`src/design/lcal_pkg.sv`:
```
// Shared types and constants for the lowest common ancestor lifting unit.
// Used by lcal_ctrl, lcal_dp and the top level; no dependencies.
package lcal_pkg;

    localparam int MAX_NODES   = 1024;
    localparam int LIFT_LEVELS = 11;
    localparam int NODE_W      = $clog2(MAX_NODES);
    localparam int LVL_W       = $clog2(LIFT_LEVELS);
    localparam int DEPTH_W     = 11;
    localparam int CMP_W       = DEPTH_W + 2;
    localparam int MSB_W       = $clog2(DEPTH_W - 1);
    localparam int ANC_DEPTH   = MAX_NODES * LIFT_LEVELS;
    localparam int ANC_AW      = LVL_W + NODE_W;

    typedef enum logic [1:0] {
        OP_LOAD  = 2'd0,
        OP_BUILD = 2'd1,
        OP_QUERY = 2'd2,
        OP_NOP   = 2'd3
    } t_lcal_op;

    typedef enum logic [3:0] {
        ST_CLEAR,
        ST_IDLE,
        ST_LOAD,
        ST_BLD_RD1,
        ST_BLD_RD2,
        ST_BLD_WR,
        ST_Q_DEP,
        ST_Q_SORT,
        ST_Q_UP_RD,
        ST_Q_UP_EV,
        ST_Q_EQ,
        ST_Q_JMP_RD,
        ST_Q_JMP_EV,
        ST_Q_FIN_RD,
        ST_Q_FIN_EV,
        ST_DONE
    } t_lcal_state;

    // one ancestor table entry: present flag plus node number
    typedef struct packed {
        logic              present;
        logic [NODE_W-1:0] node;
    } t_lcal_anc;

    typedef struct packed {
        logic capture;
        logic clr_wr;
        logic load_wr;
        logic bld_rd_first;
        logic bld_rd_second;
        logic bld_wr;
        logic dep_rd;
        logic sort;
        logic up_rd;
        logic up_eval;
        logic lvl_reload;
        logic jmp_rd;
        logic jmp_eval;
        logic fin_rd;
        logic fin_eval;
        logic res_ack;
        logic res_from_u;
        logic out_load;
    } t_lcal_cmd;

    typedef struct packed {
        logic clr_last;
        logic bld_empty;
        logic bld_last;
        logic no_lift;
        logic lvl_zero;
        logic u_eq_v;
    } t_lcal_status;

    // index of the highest set bit; zero when none is set
    function automatic logic [MSB_W-1:0] lcal_msb(input logic [DEPTH_W-2:0] val);
        logic [MSB_W-1:0] idx;
        idx = '0;
        for (int k = 0; k < DEPTH_W - 1; k++) begin
            if (val[k]) begin
                idx = MSB_W'(k);
            end
        end
        return idx;
    endfunction

endpackage

```
`src/design/lcal_ctrl.sv`:
```
// Sequencer for the lowest common ancestor lifting unit.
// Depends on lcal_pkg; drives lcal_dp through t_lcal_cmd and reads t_lcal_status.
module lcal_ctrl
    import lcal_pkg::*;
(
    input  logic         i_clk,
    input  logic         i_rst_n,
    input  logic         i_in_valid,
    input  t_lcal_op     i_op,
    input  logic         i_out_ready,
    input  t_lcal_status i_status,
    output logic         o_in_ready,
    output logic         o_out_valid,
    output t_lcal_cmd    o_cmd
);

    t_lcal_state r_state, n_state;
    logic        r_out_valid, n_out_valid;
    logic        out_free;

    // output register can take a new result
    assign out_free = !r_out_valid || i_out_ready;

    always_ff @(posedge i_clk) begin
        if (!i_rst_n) begin
            r_state     <= ST_CLEAR;
            r_out_valid <= 1'b0;
        end else begin
            r_state     <= n_state;
            r_out_valid <= n_out_valid;
        end
    end

    always_comb begin
        n_out_valid = r_out_valid;
        if (o_cmd.out_load) begin
            n_out_valid = 1'b1;
        end else if (i_out_ready) begin
            n_out_valid = 1'b0;
        end
    end

    // next state
    always_comb begin
        n_state = r_state;
        unique case (r_state)
            ST_CLEAR: begin
                if (i_status.clr_last) begin
                    n_state = ST_IDLE;
                end
            end
            ST_IDLE: begin
                if (i_in_valid) begin
                    unique case (i_op)
                        OP_LOAD:  n_state = ST_LOAD;
                        OP_BUILD: n_state = i_status.bld_empty ? ST_DONE : ST_BLD_RD1;
                        OP_QUERY: n_state = ST_Q_DEP;
                        default:  n_state = ST_DONE;
                    endcase
                end
            end
            ST_LOAD:     n_state = ST_DONE;
            ST_BLD_RD1:  n_state = ST_BLD_RD2;
            ST_BLD_RD2:  n_state = ST_BLD_WR;
            ST_BLD_WR:   n_state = i_status.bld_last ? ST_DONE : ST_BLD_RD1;
            ST_Q_DEP:    n_state = ST_Q_SORT;
            ST_Q_SORT:   n_state = ST_Q_UP_RD;
            ST_Q_UP_RD:  n_state = i_status.no_lift ? ST_Q_EQ : ST_Q_UP_EV;
            ST_Q_UP_EV:  n_state = i_status.lvl_zero ? ST_Q_EQ : ST_Q_UP_RD;
            ST_Q_EQ: begin
                if (i_status.u_eq_v) begin
                    n_state = ST_DONE;
                end else if (i_status.no_lift) begin
                    n_state = ST_Q_FIN_RD;
                end else begin
                    n_state = ST_Q_JMP_RD;
                end
            end
            ST_Q_JMP_RD: n_state = ST_Q_JMP_EV;
            ST_Q_JMP_EV: n_state = i_status.lvl_zero ? ST_Q_FIN_RD : ST_Q_JMP_RD;
            ST_Q_FIN_RD: n_state = ST_Q_FIN_EV;
            ST_Q_FIN_EV: n_state = ST_DONE;
            ST_DONE: begin
                if (out_free) begin
                    n_state = ST_IDLE;
                end
            end
            default:     n_state = ST_IDLE;
        endcase
    end

    // commands
    always_comb begin
        o_cmd = '0;
        unique case (r_state)
            ST_CLEAR:    o_cmd.clr_wr = 1'b1;
            ST_IDLE: begin
                o_cmd.capture = i_in_valid;
                o_cmd.res_ack = i_in_valid && (i_op != OP_QUERY);
            end
            ST_LOAD:     o_cmd.load_wr = 1'b1;
            ST_BLD_RD1:  o_cmd.bld_rd_first = 1'b1;
            ST_BLD_RD2:  o_cmd.bld_rd_second = 1'b1;
            ST_BLD_WR:   o_cmd.bld_wr = 1'b1;
            ST_Q_DEP:    o_cmd.dep_rd = 1'b1;
            ST_Q_SORT:   o_cmd.sort = 1'b1;
            ST_Q_UP_RD:  o_cmd.up_rd = !i_status.no_lift;
            ST_Q_UP_EV:  o_cmd.up_eval = 1'b1;
            ST_Q_EQ: begin
                o_cmd.lvl_reload = 1'b1;
                o_cmd.res_from_u = i_status.u_eq_v;
            end
            ST_Q_JMP_RD: o_cmd.jmp_rd = 1'b1;
            ST_Q_JMP_EV: o_cmd.jmp_eval = 1'b1;
            ST_Q_FIN_RD: o_cmd.fin_rd = 1'b1;
            ST_Q_FIN_EV: o_cmd.fin_eval = 1'b1;
            ST_DONE:     o_cmd.out_load = out_free;
            default:     o_cmd = '0;
        endcase
    end

    assign o_in_ready  = (r_state == ST_IDLE);
    assign o_out_valid = r_out_valid;

endmodule

```
`config.mk`:
```
export PLATFORM = sky130hd
export DESIGN_NAME = lcal_ctrl
export DESIGN_NICKNAME = d
export VERILOG_FILES = /design/src/design/lcal_pkg.sv /design/src/design/lcal_ctrl.sv
export SDC_FILE = /design/constraint.sdc
export NUM_CORES = 1
export LEC_CHECK = 0
export ABC_AREA = 1
export BUFFER_PORTS_ARGS = -buffer_cell sky130_fd_sc_hd__buf_2
export CAP_MARGIN = 20
export CELL_PAD_IN_SITES_DETAIL_PLACEMENT = 0
export CELL_PAD_IN_SITES_GLOBAL_PLACEMENT = 1
export CORE_MARGIN = 2
export CORE_UTILIZATION = 28
export CTS_CLUSTER_SIZE = 16
export DETAILED_ROUTE_END_ITERATION = 6
export GPL_TIMING_DRIVEN = 0
export PLACE_DENSITY = 0.85
export SYNTH_ARGS = -nofsm -noshare
export SYNTH_HDL_FRONTEND = slang
export SYNTH_SLANG_ARGS = --single-unit
```
`constraint.sdc`:
```
create_clock -name i_clk -period 2.6 [get_ports i_clk]
set_input_delay 0 -clock i_clk [delete_from_list [all_inputs] [get_ports i_clk]]
set_output_delay 0 -clock i_clk [all_outputs]
set_load 0.1 [all_outputs]
```
# ---- Word level (Yosys, flattened, before mapping)
# Index checks and enable logic that the tools add are counted.
dict set report totals {
  reg_bits 5
}
dict set report op_classes {
  eq_ne 21
  mux 32
  n_reduce_logical 9
}
# op n
set op_table {}
lappend op_table {{one-hot mux 4 bit (15 select lines)} 1}
lappend op_table {{== test 4 bit, second input constant} 8}
lappend op_table {{two-way mux 1 bit} 20}
lappend op_table {{two-way mux 4 bit} 5}
lappend op_table {{== test 4 x 3 -> 1 bit, second input constant} 4}
lappend op_table {{one-hot mux 4 bit (3 select lines)} 1}
lappend op_table {{two-way mux 3 bit} 3}
lappend op_table {{== test 4 x 2 -> 1 bit, second input constant} 2}
lappend op_table {{!= test 2 bit, second input constant} 4}
lappend op_table {{== test 4 x 1 -> 1 bit, second input constant} 1}
lappend op_table {{zero test 4 bit} 1}
lappend op_table {{two-way mux 2 bit} 2}
lappend op_table {{AND reduction 3 bit} 1}
lappend op_table {{== test 2 x 1 -> 1 bit, second input constant} 1}
lappend op_table {{== test 2 bit, second input constant} 1}
lappend op_table {{zero test 1 bit} 2}
lappend op_table {{zero test 2 bit} 1}
lappend op_table {{nonzero test 2 bit} 1}
lappend op_table {{OR reduction 2 bit} 1}
lappend op_table {{logical AND 1 bit} 1}
lappend op_table {{logical OR 1 bit} 1}

# ---- Logic depth before layout (Yosys ltp)
# Gate-level depths: netlist of the first run.
dict set report logic_depth {
  word_depth 4
  ltp_mapped 9
}

# ---- Worst setup path after synthesis of the first run
# Ideal clock, no wire load.
dict set report synth_timing {
  path_type {reg2out}
  startpoint {register r_state[0]}
  endpoint {output o_cmd[2] in the netlist's numbering}
  arrival_time_ns 3.313
  slack_ns -0.713
  path_stages_with_launch 5
  cell_sequence {dfxtp_1 -> nand2_2 -> nor2_4 -> inv_1 -> nor3_1}
}
# element line
set synth_lines {}
lappend synth_lines {{from (decl)} lcal_ctrl.sv:17} ;# t_lcal_state r_state, n_state;
lappend synth_lines {{from (signal assigned)} lcal_ctrl.sv:29} ;# r_state <= n_state;
lappend synth_lines {{to (decl)} lcal_ctrl.sv:14} ;# output t_lcal_cmd o_cmd

==> results of run 1 <==
==> kinds of logic (layout without fill, tap and decap cells) <==
kind of cell | count (synthesis) | count (layout) | synth area share
AND/OR/NAND/NOR | 79 | 79 | 0.6078
AO/OA/AOI/OAI | 7 | 7 | 0.06100
buffers and inverters | 23 | 58 | 0.1569
flip-flops | 5 | 5 | 0.1743
==> metrics by stage <==
| stage | utilization | hold WS, ns | cells | cell area, sq um | setup WS [ns] |
|---|---|---|---|---|---|
| after floorplan | - | 0.1419 | 114 | 584.3 | 0.03560 |
| after global placement | 0.3982 | 0.2737 | 172 | 773.2 | 1.138 |
| after detailed placement | 0.3982 | 0.2676 | 172 | 773.2 | 1.118 |
| after CTS | 0.4117 | 0.01193 | 176 | 799.5 | 0.8469 |
| after global routing | 0.4117 | 0.03781 | 176 | 799.5 | 0.7135 |
| final | 0.4117 | 0.01871 | 176 | 799.5 | 0.8645 |
==> cells in the mapped netlist <==
cell type / number / area (sq um)
a21oi_1: 5 / 25.02
buf_4: 1 / 7.510
dfxtp_1: 5 / 100.1
inv_1: 20 / 75.07
inv_2: 2 / 7.510
nand2_1: 30 / 112.6
nand2_2: 4 / 25.02
nand3_1: 9 / 45.04
nand4_1: 1 / 6.260
nor2_1: 28 / 105.1
nor2_2: 1 / 6.260
nor2_4: 3 / 33.78
nor3_1: 3 / 15.01
o21ai_0: 2 / 10.01
==> sequential cells by signal, summed over array words and instances (netlist names) <==
register and flops:
r_state 4, o_out_valid 1
==> per-layer routing <==
layer  track usage  up-vias  part of all wire
met1        0.1697      333              0.43
met2        0.2658       16              0.51
met3       0.02147        6             0.033
li1              -      413                 -
met5             0        -                 0
met4       0.08571        0             0.024
==> final cells by class <==
cell class | count | area (sq um)
buffer | 1 | 7.507
clock buffer | 4 | 26.28
fill | 244 | 1142
inverter | 22 | 82.58
multi-input combinational | 86 | 394.1
sequential | 5 | 100.1
tap | 27 | 33.78
timing repair buffer | 31 | 155.1
==> worst max-delay path: stages, from the launching register on <==
cell     delay (ns)
dfxtp_1        0.50
nand2_2        0.19
nor2_4         0.14
inv_1          0.07
nor2_1         0.08
buf_4          0.10
buf_2          0.41
==> path summary, 6_finish.rpt <==
kind | startpoint | endpoint | slack (ns) | depth (start not counted)
max | r_state[0] | o_cmd[0] | 0.86 | 6
min | i_rst_n | r_state[0] | 0.02 | 3
max reg2reg | r_state[2] | r_state[0] | 1.18 | 7
min reg2reg | o_out_valid | o_out_valid | 0.60 | 4
==> results.md, run 1 <==
* Status: finished clean
* Setup violators final at 0
* Tmin final at 1.735 ns
* Final Cycle Share at 0.6675
* Hold Path Class: in2reg
* Seq cells post-synth at 5
* Fin. max-slew vios at 0
* Cells after Synth at 114
* Most frequent cells in the layout: buf_2 (31), nand2_1 (30), nor2_1 (28), inv_1 (20), nand3_1 (9)
* Final Routed Wirelength at 1.652 mm
* Largest net degree at the start of global routing at 8
* Syn Nets at 126
* Skew final at 0.002554 ns
* Hold-fix buffers, CTS at 0
* Initial Util at 0.2957
* Vias at 768
* Worst-skew pair later-pin latency at 0.24 ns
* Rel. slew slack at 0.6769
* First-pass GRT wire length at 2.891 mm
* Ant. Diodes at 0
* Critical path class: reg2out
* Final hold viol count at 0
* Initial antenna violation count at 0
* Most common cell after layout, fill and taps aside: buf_2
* IO Port Bufs at 31
* Routed Antenna Nets at 0
* Area of the mapped netlist at 574.3 sq um
* Vias per cell at 4.364
* DR WL/cell at 9.386 microns
* Critical path capture point type: output port
* H-tree Lvls at 1
* Gr usage total at 0.1503
* DRT iter0 DRCs at 1
* Worst EP arrival at 1.74 ns
* Placer congestion estimate at 0.8284
* CP required at 2.60 ns
* Achievable frequency at 0.5762 GHz
* Unique masters post-synth at 14
* Max cap viols at 0
* Sequential fraction of the synthesis area at 0.1743
* Die area at 2430 sq um
* Resized Gates After CTS at 0
* CTS root buf: clkbuf_4
* TritonCTS sink count at 5
* Setup TNS at 0 ns
* Post-Syn Area per Cell at 5.038 sq um
* Synth-to-Final Area Change at 39.22%
* YS warnings at 0
* First-pass DRT Iterations at 4
* CP Launch Type: flop
* CTS tree: done
* Die Width at 49.29 microns
* Total gr overflow at 0
* Max clock buf depth at 2
* Layout cells sized above 1 at 0.3154
* Post-DP HPWL at 1.412 mm
* Vias in the first global route at 719
* Worst-margin pin slew at 0.4880 ns
* Setup repair after global routing missed its margin: no
* CTS clk-pin slew, worst paths at 0.04 ns
* CP Max Fanout at 6
* Die Y at 49.29 microns
* Buffer count from post-CTS setup fixing at 0
* Nets at 162
* Core ar. at 1942 sq um
* CTS Buf Count at 3
* FP Rows at 16
* Drc violations at 0
* Top Ports at 32
Power of run 1 is left out: the tool's default activity adds up to more than one toggle a clock period on the data nets, which glitch-free logic cannot reach.
==> run 2: changes to the inputs <==
--- a/config.mk
+++ b/config.mk
@@ -5,17 +5,17 @@
 export SDC_FILE = /design/constraint.sdc
 export NUM_CORES = 1
 export LEC_CHECK = 0
-export ABC_AREA = 1
+export ABC_AREA = 0
 export BUFFER_PORTS_ARGS = -buffer_cell sky130_fd_sc_hd__buf_2
 export CAP_MARGIN = 20
 export CELL_PAD_IN_SITES_DETAIL_PLACEMENT = 0
 export CELL_PAD_IN_SITES_GLOBAL_PLACEMENT = 1
 export CORE_MARGIN = 2
-export CORE_UTILIZATION = 28
+export CORE_UTILIZATION = 27
 export CTS_CLUSTER_SIZE = 16
 export DETAILED_ROUTE_END_ITERATION = 6
 export GPL_TIMING_DRIVEN = 0
-export PLACE_DENSITY = 0.85
+export PLACE_DENSITY = 0.8
 export SYNTH_ARGS = -nofsm -noshare
 export SYNTH_HDL_FRONTEND = slang
 export SYNTH_SLANG_ARGS = --single-unit
==> constraint.sdc (replaced) <==
create_clock -name i_clk -period 1.8 [get_ports i_clk]
set_input_delay 0 -clock i_clk [delete_from_list [all_inputs] [get_ports i_clk]]
set_output_delay 0 -clock i_clk [all_outputs]
set_load 0.1 [all_outputs]
==> run 2 against run 1 <==
  * Die area down 3.5%
  * Register-to-register slack worse by 0.94 ns
  * Cell area up 14%
  * Non-clock buffer count up 6
  * Sequential cell count unchanged
  * Worst setup slack worse by 0.77 ns
  * Critical path depth down 1
  * Synthesized area down 7.2%
  * Sequential share of layout area down 1.5 points
  * Routed wire length up 7.6%
  * Via count down 6.1%
  * Highest routed layer unchanged
==> results.md, run 2 <==
* Total gr overflow at 0
* Async set-reset flop share out of synthesis at 0
* Cells after Synth at 79
* Commonest cells in the netlist: nor2_1 (12), nand2b_1 (6), nor4_1 (6)
* Syn Nets at 91
* Nets at 127
* Ranking of synthesized cells by area: dfxtp_1 (19%), nor2_1 (8.5%), nand2b_1 (7.0%), nor4_1 (7.0%), a21oi_1 (4.7%)
* Sequential fraction of the synthesis area at 0.1878
* Die area at 2345 sq um
* Place WS at 0.2534 ns
* Layout cells sized above 1 at 0.5000
* Initial Util at 0.2803
* Seq cells post-synth at 5
* Die Y at 48.43 microns
* Comb power frac at 0.507
* CTS tree: done
* Unique masters post-synth at 30
* Post-synth EDFFs at 0
* Ratio of total power to cell area at 575.4 nW/um^2
* Worst R2R Path Depth at 5
* TritonCTS sink count at 5
* Drc violations at 0
* Worst hold margin at 0.01018 ns
* Worst-margin pin slew at 0.4868 ns
* Vias in the first global route at 694
* Setup repair after global routing missed its margin: no
* Vias per cell at 5.113
* Area of the mapped netlist at 533.0 sq um
* Routed Antenna Nets at 0
* Largest net degree at the start of global routing at 11
* Critical path class: reg2out
* Final WS setup at 0.09382 ns
* Peak VDD IR at 284.2 uV
* IO Port Bufs at 31
* Critical path capture point type: output port
* Worst r2r dst: r_state[2]
* DRT iter0 DRCs at 6
* Final hold viol count at 0
* Most common cell after layout, fill and taps aside: buf_2
* Setup violators final at 0
* Hold-fix buffers, CTS at 0
* Tmin final at 1.706 ns
* H-tree Lvls at 1
* Top-count cell post-synth: nor2_1
* FP Rows at 16
* Top Ports at 32
* Reg-to-reg slack, setup at 0.24 ns
* CTS Buf Count at 3
* Status: finished clean
* Placed cells at 137
* Achievable frequency at 0.5861 GHz
* Biggest register: r_state
* Initial antenna violation count at 0
* YS warnings at 0
* Clock power frac at 0.260
* Final Routed Wirelength at 1.777 mm
* CP required at 1.80 ns
* Max cap viols at 0
* First-pass DRT Iterations at 4
* CTS clk-pin slew, worst paths at 0.04 ns
* P_sw at 0.2460 mW
* Post-synth top flop: dfxtp_1
* First-pass GRT wire length at 3.077 mm
* Worst EP arrival at 1.71 ns
* CP Max Fanout at 10
* Die Width at 48.43 microns
* Vias at 721
* Synth top area share at 0.1878
* Max FFs per register at 4
* Most frequent cells in the layout: buf_2 (22), clkbuf_4 (11), nor2_1 (7)
* Fin cells at 141
* Fin. max-slew vios at 0
* Rel. slew slack at 0.6777
* Placer congestion estimate at 0.7668
* Ant. Diodes at 0
* Worst-skew pair later-pin latency at 0.25 ns
* Setup TNS at 0 ns
* Max clock buf depth at 2
* CTS root buf: clkbuf_4
* Yosys top cell by area: dfxtp_1
* Post-Syn Area per Cell at 6.747 sq um
* Share of power burned in registers at 0.233
* Gr usage total at 0.1698
* Skew final at 0.002694 ns
* Int Pwr at 0.2781 mW
* Hold Path Class: in2reg
* Post-DP HPWL at 1.372 mm
* DR WL/cell at 12.60 microns
* Final Cycle Share at 0.9479
* Critical path launch point: r_state[3]
* Core ar. at 1902 sq um
* Leak at 0.3875 nW
* Critical Path Sink: o_cmd[7]
* R2r startpoint: r_state[2]
* Synth-to-Final Area Change at 70.89%
* Fraction of power spent switching nets at 0.4694
* CP Launch Type: flop
run 2: layout make-up:
type                    instances  area (sq um)
clock buffers                   4         26.28
repair buffers                 31         180.2
well taps                      27         33.78
flip-flops and latches          5         100.1
plain buffers                   7         63.81
fillers                       192         991.0
inverters                       4         15.01
multi-input cells              63         491.7
run 2: what timing repair did:
item                                    4_1_cts  5_1_grt
endpoints found under the setup margin        2        8
setup buffers                                 0        0
gates resized for setup                       2        8
endpoints found under the hold margin         0        0
run 2: worst max-delay path, stage by stage, from the launching register on:
cell and delay, ns:
dfxtp_1 0.32, buf_4 0.19, buf_6 0.16, nand2_1 0.19, nor3_4 0.15, buf_2 0.44
run 2: how the worst min path moves through the flow:
stage,slack [ns],to,start,cells past startpoint
global route,0.007,r_state[0],i_rst_n,2
CTS,0.006,r_state[0],i_rst_n,2
floorplan,0.12,o_cmd[9],i_status[2],1
global placement,0.26,r_state[0],i_rst_n,2
detailed placement,0.27,r_state[0],i_rst_n,2
finish,0.01,r_state[0],i_rst_n,2
run 2: layer usage:
layer | track usage | up-vias | wire (microns)
li1 | - | 360 | -
met4 | 0.1143 | 0 | 54
met2 | 0.2778 | 21 | 906
met5 | 0 | - | 0
met1 | 0.1992 | 334 | 751
met3 | 0.03704 | 6 | 64
run 2: cells by family after synthesis:
logic type	share of synthesized area
AOI/OAI and AO/OA	0.2676
muxes	0.01878
and+or+nand+nor	0.4061
buffers and inverters	0.1197
DFF	0.1878
run 2: power groups by stage:
stage          clock network, mW  registers [mW]  logic, mW
3_5_place_dp                   0           0.124      0.265
5_1_grt                    0.145           0.123      0.282
4_1_cts                    0.139           0.122      0.266
3_3_place_gp                   0           0.124      0.264
2_1_floorplan                  0           0.123      0.220
6_report                   0.136           0.122      0.266
run 2: metrics by stage:
| stage | util | power [mW] | area, sq um |
|---|---|---|---|
| floorplan | - | 0.3432 | 670.6 |
| global placement | 0.4520 | 0.3879 | 859.6 |
| detailed placement | 0.4520 | 0.3892 | 859.6 |
| CTS | 0.4684 | 0.5267 | 890.9 |
| global route | 0.4789 | 0.5488 | 910.9 |
| finish | 0.4789 | 0.5241 | 910.9 |
Power figures use the tool's default switching activity.
==> run 3: changes to the inputs <==
--- a/config.mk
+++ b/config.mk
@@ -12,6 +12,7 @@
 export CELL_PAD_IN_SITES_GLOBAL_PLACEMENT = 1
 export CORE_MARGIN = 2
 export CORE_UTILIZATION = 27
+export CTS_BUF_LIST = sky130_fd_sc_hd__clkbuf_16
 export CTS_CLUSTER_SIZE = 16
 export DETAILED_ROUTE_END_ITERATION = 6
 export GPL_TIMING_DRIVEN = 0
==> run 3 against run 2 <==
  * Combinational power barely moved
  * Routed wire length rose by 2.5%
  * Non-clock buffer count unchanged
  * Global-route usage is 0.13 points higher
  * Worst hold slack better by 0.017 ns
  * Clock skew decreased by 0.0014 ns
  * Critical endpoint is now o_cmd[2]
  * Highest routed layer unchanged
==> results.md, run 3 (synthesized netlist as in run 2, its figures left out) <==
* Core ar. at 1902 sq um
* Worst-margin pin slew at 0.4883 ns
* Placer congestion estimate at 0.7668
* Worst EP arrival at 1.74 ns
* Critical-path cell list: nand2b_4 -> nor3_4 -> and2_4 -> a21boi_4 -> buf_2
* CP Launch Type: flop
* DRT iter0 DRCs at 15
* Fin. max-slew vios at 0
* Multi-input logic area at 491.7 sq um
* IO Port Bufs at 31
* CP max-delay cell: buf_2
* P_sw at 0.2725 mW
* Int Pwr at 0.4815 mW
* Routed Antenna Nets at 0
* Biggest register: r_state
* Die Y at 48.43 microns
* Final hold viol count at 0
* Vias at 709
* Achievable frequency at 0.5749 GHz
* Peak VDD IR at 481.8 uV
* Die Width at 48.43 microns
* Vias in the first global route at 699
* Share of power burned in registers at 0.163
* Die area at 2345 sq um
* H-tree Lvls at 1
* Total gr overflow at 0
* FP Rows at 16
* CP Max Fanout at 7
* Most frequent cells in the layout: buf_2 (24), clkbuf_4 (8), nor2_1 (7)
* Comb power frac at 0.353
* Final Cycle Share at 0.9664
* FILL cells at 192
* Ant. Diodes at 0
* Critical path class: reg2out
* CTS root buf: clkbuf_16
* CTS tree: done
* Final Routed Wirelength at 1.821 mm
* Critical path capture point type: output port
* Fraction of power spent switching nets at 0.3614
* Max FFs per register at 4
* Post-DP HPWL at 1.372 mm
* CP required at 1.80 ns
* Register area at 100.1 sq um
* DR WL/cell at 12.91 microns
* Vias per cell at 5.028
* Initial Util at 0.2803
* CTS clk-pin slew, worst paths at 0.03 ns
* Rel. slew slack at 0.6767
* Drc violations at 0
* First-pass DRT Iterations at 4
* CTS Buf Count at 3
* Hold Path Class: in2reg
* Setup violators final at 0
* Leak at 0.4148 nW
* Max clock buf depth at 2
* TritonCTS sink count at 5
* Layout cells sized above 1 at 0.5000
* Design Power at 0.7540 mW
* Status: finished clean
* Worst hold margin at 0.02697 ns
* Worst-skew pair later-pin latency at 0.23 ns
* First-pass GRT wire length at 3.098 mm
* Clock power frac at 0.484
* Skew final at 0.001265 ns
* Slowest stage delay, CP at 0.43 ns
* Most common cell after layout, fill and taps aside: buf_2
* Initial antenna violation count at 0
* Largest net degree at the start of global routing at 11
* Nets at 127
* Setup repair after global routing missed its margin: no
* Tmin final at 1.740 ns
* Ratio of total power to cell area at 786.7 nW/um^2
* Synth-to-Final Area Change at 79.81%
* Gr usage total at 0.1711
* Max cap viols at 0
* Top Ports at 32
run 3: path summary, 6_finish.rpt:
kind,startpoint,endpoint,slack (ns),cells past startpoint
setup / recovery,r_state[2],o_cmd[2],0.06,5
hold / removal,i_rst_n,r_state[0],0.03,2
setup reg to reg,r_state[2],r_state[2],0.18,5
hold reg to reg,o_out_valid,o_out_valid,0.57,2
run 3: metal layers:
layer,global-route usage,vias up,wire length [microns]
met4,0.1143,0,48
met5,0,-,0
met1,0.2031,328,806
met2,0.2755,16,891
li1,-,361,-
met3,0.04012,4,75
run 3: area by class of cell:
type	instances	area share
multi-input cells	63	0.5131
well taps	27	0.03525
clock inverters	1	0.003916
clock buffers	3	0.07833
flip-flops and latches	5	0.1044
inverters	4	0.01567
repair buffers	31	0.1828
plain buffers	7	0.06658
run 3: timing repair:
action | CTS | global route
gates resized for setup | 0 | 8
endpoints found under the setup margin | 0 | 8
buffers inserted | 0 | 0
hold buffers | 0 | 0
run 3: worst max-delay path, delay by kind of cell (launching register included):
kind / cells / cell delay, ns
and+or+nand+nor: 3 / 0.55
AOI/OAI and AO/OA: 1 / 0.15
DFF: 1 / 0.38
buffers and inverters: 1 / 0.43
run 3: power groups by stage:
stage               registers (mW)  clock network (mW)  logic, mW
floorplan                    0.123                   0      0.220
global placement             0.124                   0      0.264
detailed placement           0.124                   0      0.265
CTS                          0.123               0.370      0.266
global route                 0.123               0.380      0.281
finish                       0.123               0.365      0.266
run 3: per-stage QoR:
stage / std cells / worst slack (ns) / area [sq um] / setup TNS, ns / utilization
4_1_cts: 141 / 0.006159 / 938.4 / 0 / 0.4934
2_1_floorplan: 79 / -0.7162 / 670.6 / -1.998 / -
3_5_place_dp: 137 / 0.2534 / 859.6 / 0 / 0.4520
3_3_place_gp: 137 / 0.2778 / 859.6 / 0 / 0.4520
5_1_grt: 141 / 0.008347 / 958.4 / 0 / 0.5039
6_report: 141 / 0.06044 / 958.4 / 0 / 0.5039
